## src/hdl/smpq_pkg.sv

```systemverilog
package smpq_pkg;

	// Operation carried by an input item
	typedef enum logic {
		CMD_ENQUEUE = 1'b0,
		CMD_DEQUEUE = 1'b1
	} smpq_cmd_t;

	// Outcome reported with every result item
	typedef enum logic [1:0] {
		ST_OK        = 2'd0,
		ST_DEQ_EMPTY = 2'd1,
		ST_ENQ_FULL  = 2'd2
	} smpq_status_t;

	// Per-cycle command broadcast to every cell of the chain
	typedef struct packed {
		logic enq;	// insert the broadcast value at its sorted place
		logic deq;	// drop the head, shift every entry one cell toward it
	} smpq_ctl_t;

endpackage

```

## src/hdl/smpq_cell.sv

```systemverilog
module smpq_cell #(
	parameter int WIDTH = 32
) (
	input  logic                     clk,
	input  smpq_pkg::smpq_ctl_t      ctl,
	input  logic signed [WIDTH-1:0]  new_value,
	input  logic                     occupied,
	input  logic                     prev_keeps,
	input  logic signed [WIDTH-1:0]  prev_value,
	input  logic signed [WIDTH-1:0]  next_value,
	output logic signed [WIDTH-1:0]  value,
	output logic                     keeps
);

	logic signed [WIDTH-1:0] value_q;

	// Hold when this entry sorts ahead of the new value (ties stay ahead)
	assign keeps = occupied && (value_q >= new_value);
	assign value = value_q;

	always_ff @(posedge clk) begin
		if (ctl.enq) begin
			if (!keeps) begin
				value_q <= prev_keeps ? new_value : prev_value;
			end
		end else if (ctl.deq) begin
			value_q <= next_value;
		end
	end

endmodule

```

## config.mk

```make
export PLATFORM = sky130hd
export DESIGN_NAME = smpq_cell
export DESIGN_NICKNAME = d
export VERILOG_FILES = /design/src/hdl/smpq_pkg.sv /design/src/hdl/smpq_cell.sv
export SDC_FILE = /design/constraint.sdc
export NUM_CORES = 1
export LEC_CHECK = 0
export BUFFER_PORTS_ARGS = -buffer_cell sky130_fd_sc_hd__buf_2
export CAP_MARGIN = 0
export CELL_PAD_IN_SITES_DETAIL_PLACEMENT = 1
export CELL_PAD_IN_SITES_GLOBAL_PLACEMENT = 2
export CORE_MARGIN = 10
export CORE_UTILIZATION = 23
export CTS_CLUSTER_SIZE = 30
export DETAILED_ROUTE_END_ITERATION = 8
export MAX_ROUTING_LAYER = met4
export PLACE_DENSITY_LB_ADDON = 0.1
export SLEW_MARGIN = 20
export SYNTH_ARGS = -nofsm -noshare
export SYNTH_HDL_FRONTEND = slang
export SYNTH_SLANG_ARGS = --single-unit
```

## constraint.sdc

```tcl
create_clock -name clk -period 2.7 [get_ports clk]
set_input_delay 0.405 -clock clk [delete_from_list [all_inputs] [get_ports clk]]
set_output_delay 0.405 -clock clk [all_outputs]
set_load 0.05 [all_outputs]
```

==> results.ini, run 1 <==
[global_route]
overflow = 0
grt_pass1_vias = 2647
grt_max_degree = 37
track_usage_pct = 11.3
antenna_found_initial = 1
grt_pass1_wl_microns = 13200

[route]
vias = 2317
routedWlPerCell_microns = 16.3
routed_wl_microns = 8640
avgViaCountPerCell = 4.37
ant_nets = 0
drt_first_pass_iters = 3
drt_iter0_markers = 35
drc = 0

[power_and_ir_drop]
switching_share_pct = 38.7
clock_power_share_pct = 21.4
switching_power_mw = 0.654
power_density_nw_per_um2 = 475
p_seq_share_pct = 38.4
power_frac_comb_pct = 40.2
power_mw = 1.69
power.internal_mw = 1.04
vdd.ir_drop.worst_v = 0.000168
p_leak_nw = 1.77

[timing]
finalCritPeriodShare_pct = 102
post-route-min-period_ps = 2750
clock.fmax_mhz = 363
tightest_slew_ps = 563
fin_ws_ps = -54.9
finClkSkew_ps = 5.34
drv_slew = 0
rsz0062_at_grt = true
setup_tns_ps = -54.9
setup_viol = 1
slew_headroom_pct = 62.5
hold_viol = 0
holdWs_ps = 433

[clocking]
clkSlewWorstSetupHoldPaths_ps = 70
clockBufferDepth = 2
cts_hold_buf = 0
clock-root-buffer = clkbuf_8
cts_tree = built
numCtsBuffers = 5
clock_latency_ps = 290
cts.sinks = 32
htree_levels = 2

[run]
drv_cap = 0

[status]
violations = negative setup slack
status = finished, violations left

[floorplan]
rows = 37
dieWidth_microns = 124
initial_core_util_pct = 23.8
coreArea_sq_um = 10400
die_area_sq_um = 15300
die_y_microns = 124
ioPinCount = 134

[worst_setup_path]
cp_cell_sequence = ha_1 -> a21o_1 -> a21oi_1 -> o2bb2ai_1 -> o31ai_2 -> nor2_1 -> nor3b_4 -> buf_6
worstSetupPathType = flip-flop to output port
endpoint_kind = output port
timing.critical_path.slowest_stage_cell = edfxtp_1
worstPathRequired_ps = 2300
startpoint_type = flip-flop
cpPeakStageDelay_ps = 390
arrival_ps = 2350
crit_path_max_fanout = 2

[cells_and_area]
fin_util_pct = 34.2
final_area_sq_um = 3560
post_route_cells_drive_above_1_share_pct = 41.0
synthToLayoutAreaGrowth_pct = 43.6
largest_reg_flops = 32
finalNonFillerCells = 530
final_common_cell = buf_2
fill_cells = 1285
final_net_count = 526
final_cell_mix = buf_2, a21oi_1, nor2_1

[synthesis]
ys_warn_count = 0
synthXorXnorAreaFrac_pct = 0
synth_simple_gate_area_share_pct = 11.7
synthAdderAreaFrac_pct = 16.2
synthDistinctLibCells = 33
synth_area_sq_um = 2480
synthMuxAreaShare_pct = 12.9
synth_compound_area_share_pct = 13.8
synth_seq_cells = 32
synth.net_count = 390
avgSynthCellArea_sq_um = 9.64
synth_top_family_by_area = adder cells
netlist_instances = 257
ys_seq_area_share_pct = 38.8

[placement]
placed_cells_incl_taps = 522
portBuffers = 133
dpl_worst_slack_ps = -62.6
postPlaceCellArea_sq_um = 3400
gp_congestion = 0.697
hpwl_microns = 7250

[min_path]
hold_class = primary input to flip-flop

-- power by group through the flow --
| stage | clock network, mW | registers (mW) | logic (mW) |
|---|---|---|---|
| 6_report | 0.361 | 0.650 | 0.680 |
| 5_1_grt | 0.397 | 0.657 | 0.752 |
| 4_1_cts | 0.385 | 0.650 | 0.690 |
| 3_5_place_dp | 0 | 0.660 | 0.675 |
| 3_3_place_gp | 0 | 0.657 | 0.669 |
| 2_1_floorplan | 0 | 0.841 | 0.253 |
-- layout make-up --
type                            count  area [sq um]  share of cell area, %
Multi-Input combinational cell    182          1470                   41.2
Sequential cell                    32           961                   27.0
Clock buffer                        5          68.8                   1.93
Tap cell                          136           170                   4.78
Clock inverter                      2          7.51                  0.211
Timing Repair Buffer              140           762                   21.4
Antenna cell                        1          2.50                 0.0703
Inverter                           32           120                   3.38
-- per-layer routing --
layer / vias to the layer above / global-route usage (%) / wire length, microns
li1: 1191 / - / -
met1: 1044 / 12.6 / 3690
met2: 74 / 19.2 / 4180
met3: 8 / 3.80 / 699
met4: 0 / 2.62 / 75
met5: - / - / 0
-- cells by family (layout without fill, tap and decap cells) --
| logic type | count (synthesis) | in the layout |
|---|---|---|
| AO/OA/AOI/OAI | 59 | 59 |
| adder cells (fa/ha/maj) | 32 | 32 |
| buffers and inverters | 43 | 179 |
| flip-flops | 32 | 32 |
| multiplexers | 32 | 32 |
| other | 0 | 1 |
| AND/OR/NAND/NOR | 59 | 59 |
-- final timing paths --
kind | start | to | slack [ps] | depth (start not counted)
min | next_value[9] | value[9]$_DFFE_PP_ | 430 | 3
min reg2reg | value[31]$_DFFE_PP_ | value[4]$_DFFE_PP_ | 1360 | 4
max | value[9]$_DFFE_PP_ | keeps | -50 | 8
max reg2reg | value[9]$_DFFE_PP_ | value[14]$_DFFE_PP_ | 220 | 8
-- cells in the mapped netlist, drive strengths merged --
master   number  area share [%]
edfxtp       32              39
a21o          2            0.61
a211oi        3             1.3
nor2         33             5.0
o31ai         2            0.81
nand2b        1            0.25
o2bb2ai       1            0.35
and3          1            0.25
nand3         2            0.40
inv          32             4.8
nor2b         2            0.50
nand2         8             1.2
o32a          1            0.40
o21a          1            0.30
o211ai        1            0.30
nor3          1            0.20
clkbuf        7             1.1
ha           32              16
nand4         4             1.0
or2           1            0.25
nor4b         1            0.61
a21oi        44             8.9
and4          3             1.2
mux2i        32              13
nor3b         2            0.81
o21ai         4            0.81
buf           4            0.76
-- what timing repair did --
action	CTS	global route
resized for setup	6	5
pin swaps	3	4
setup endpoints to repair	1	1
setup buffers	0	0
-- critical path: cells and delay by family (launching register included) --
| kind | cells | cell delay (ps) |
|---|---|---|
| flip-flops | 1 | 390 |
| adder cells (fa/ha/maj) | 1 | 320 |
| AND/OR/NAND/NOR | 2 | 380 |
| buffers and inverters | 1 | 190 |
| AO/OA/AOI/OAI | 4 | 780 |
Note: power is estimated with default switching activity, not from simulation.
==> run 2, diff against run 1 <==
Settings changed: CORE_MARGIN 10 to default.
==> run 2 against run 1 <==
  * The run still ends with negative setup slack left
  * Final area is 0.77% lower
  * Critical path type unchanged
  * Non-clock buffer count is 1 lower
  * Final cell count stayed put
  * Clock-buffer cell count is 2 higher
  * Global-route usage is 2.5 points higher
  * Register-to-register slack hardly changed
  * Worst hold slack better by 1.3 ps
  * Core utilization is 0.11 points lower
  * Power is 0.82% lower
  * Sequential share of layout area is 0.21 points higher
  * Wire length is 17% lower
==> results.ini, run 2 (synthesized netlist as in run 1, its figures left out) <==
[status]
violations = negative setup slack
status = finished, violations left

[global_route]
grt_max_degree = 37
grtUsageMet2_pct = 23.0
grtUsageMet3_pct = 2.97
antenna_found_initial = 1
use_met1_pct = 17.0
overflow = 0
grt_pass1_vias = 2426
track_usage_pct = 13.8
grt-busiest-layer = met2
grt_pass1_wl_microns = 11700

[route]
routed_wl_microns = 7200
avgViaCountPerCell = 4.39
drt_first_pass_iters = 3
drc = 0
ant_nets = 0
drt_iter0_markers = 33
routedWlPerCell_microns = 13.6
vias = 2326

[clocking]
htree_levels = 2
cts_tree = built
clock_latency_ps = 280
post_cts_buffers = 0
clock-root-buffer = clkbuf_8
clkSlewWorstSetupHoldPaths_ps = 70
clockBufferDepth = 2
cts.sinks = 32
numCtsBuffers = 5

[timing]
setup_viol = 1
drv_slew = 0
tightest_slew_ps = 466
rsz0062_at_grt = true
post-route-min-period_ps = 2760
finClkSkew_ps = 4.52
hold_viol = 0
finalCritPeriodShare_pct = 102
fin_ws_ps = -64.0
clock.fmax_mhz = 362
slew_headroom_pct = 68.9

[power_and_ir_drop]
power.internal_mw = 1.04
clock_power_share_pct = 21.8
p_seq_share_pct = 38.7
switching_power_mw = 0.637
power_frac_comb_pct = 39.5
power_mw = 1.68
p_leak_nw = 1.76
vdd.ir_drop.worst_v = 0.000150
power_density_nw_per_um2 = 475
switching_share_pct = 38.0

[min_path]
hold_class = primary input to flip-flop

[floorplan]
ioPinCount = 134
coreArea_sq_um = 10400
die_area_sq_um = 11200
rows = 37
initial_core_util_pct = 23.9
dieWidth_microns = 106
die_y_microns = 106

[worst_setup_path]
worstPathRequired_ps = 2300
arrival_ps = 2360
cp_cell_sequence = ha_4 -> nand4_1 -> nor4b_4 -> nand2_1 -> o31ai_4 -> nor3b_4 -> nor3b_4 -> buf_6
crit_top_cell = nor3b_4
timing.critical_path.slowest_stage_cell = edfxtp_1
cpPeakStageDelay_ps = 440
endpoint_kind = output port
cp_top_family = simple AND/OR/NAND/NOR gates
crit_path_max_fanout = 3
cp.buffers_inverters = 1
startpoint_type = flip-flop
worstSetupPathType = flip-flop to output port

[cells_and_area]
fin_util_pct = 34.0
final_common_cell = buf_2
synthToLayoutAreaGrowth_pct = 42.5
fill_cells = 1283
post_route_cells_drive_above_1_share_pct = 39.7
final_cell_mix = buf_2, a21oi_1, nor2_1
largest_reg_flops = 32
final_net_count = 525

[placement]
portBuffers = 133
gp_congestion = 0.681
hpwl_microns = 5970

[run]
drv_cap = 0

## run 2: worst reg2reg max path, stage by stage, from the launching register on
cell	delay, ps
edfxtp_1	430
ha_4	300
and4_4	240
nand3_1	180
a211oi_2	230
o31ai_2	110
nor2_1	270
o32a_4	250
buf_12	160
## run 2: power groups by stage
stage               Clock, mW  Combinational, mW  Sequential, mW
floorplan                   0              0.253           0.841
global placement            0              0.658           0.658
detailed placement          0              0.664           0.659
CTS                     0.384              0.680           0.650
global route            0.400              0.733           0.657
finish                  0.365              0.663           0.648
## run 2: area by class of cell
cell class | instances | area, sq um | area share (%)
flip-flops and latches | 32 | 961 | 27.2
well taps | 136 | 170 | 4.82
inverters | 32 | 120 | 3.40
clock inverters | 1 | 3.75 | 0.106
repair buffers | 139 | 754 | 21.4
clock buffers | 7 | 76.3 | 2.16
multi-input cells | 182 | 1440 | 40.8
diodes | 1 | 2.50 | 0.0709
## run 2: metal layers
| layer | up-vias | routed length (microns) |
|---|---|---|
| li1 | 1191 | - |
| met1 | 1056 | 3330 |
| met2 | 73 | 3390 |
| met3 | 6 | 396 |
| met4 | 0 | 80 |
| met5 | - | 0 |
## run 2: final timing paths
kind / from / end / slack [ps] / cells past startpoint
min reg2reg: value[31]$_DFFE_PP_ / value[30]$_DFFE_PP_ / 1390 / 4
max reg2reg: value[14]$_DFFE_PP_ / value[17]$_DFFE_PP_ / 220 / 8
min: next_value[31] / value[31]$_DFFE_PP_ / 430 / 3
max: value[19]$_DFFE_PP_ / keeps / -60 / 8
## run 2: through the flow
step           std cells  hold WS, ps  TNS, ps  worst slack, ps  instance area, sq um
6_report             530          435    -64.0            -64.0                  3530
5_1_grt              530          435     -175             -175                  3530
4_1_cts              529          429    -96.8            -96.8                  3530
3_5_place_dp         521          730    -50.7            -50.7                  3390
3_3_place_gp         521          724    -23.2            -23.2                  3390
2_1_floorplan        257          631    -7.05            -7.05                  2520
## run 2: repair_timing
| item | 4_1_cts | 5_1_grt |
|---|---|---|
| pin swaps | 4 | 2 |
| gates resized for setup | 7 | 0 |
| setup endpoints to repair | 1 | 1 |
| hold buffers | 0 | 0 |
| gates cloned | 0 | 0 |
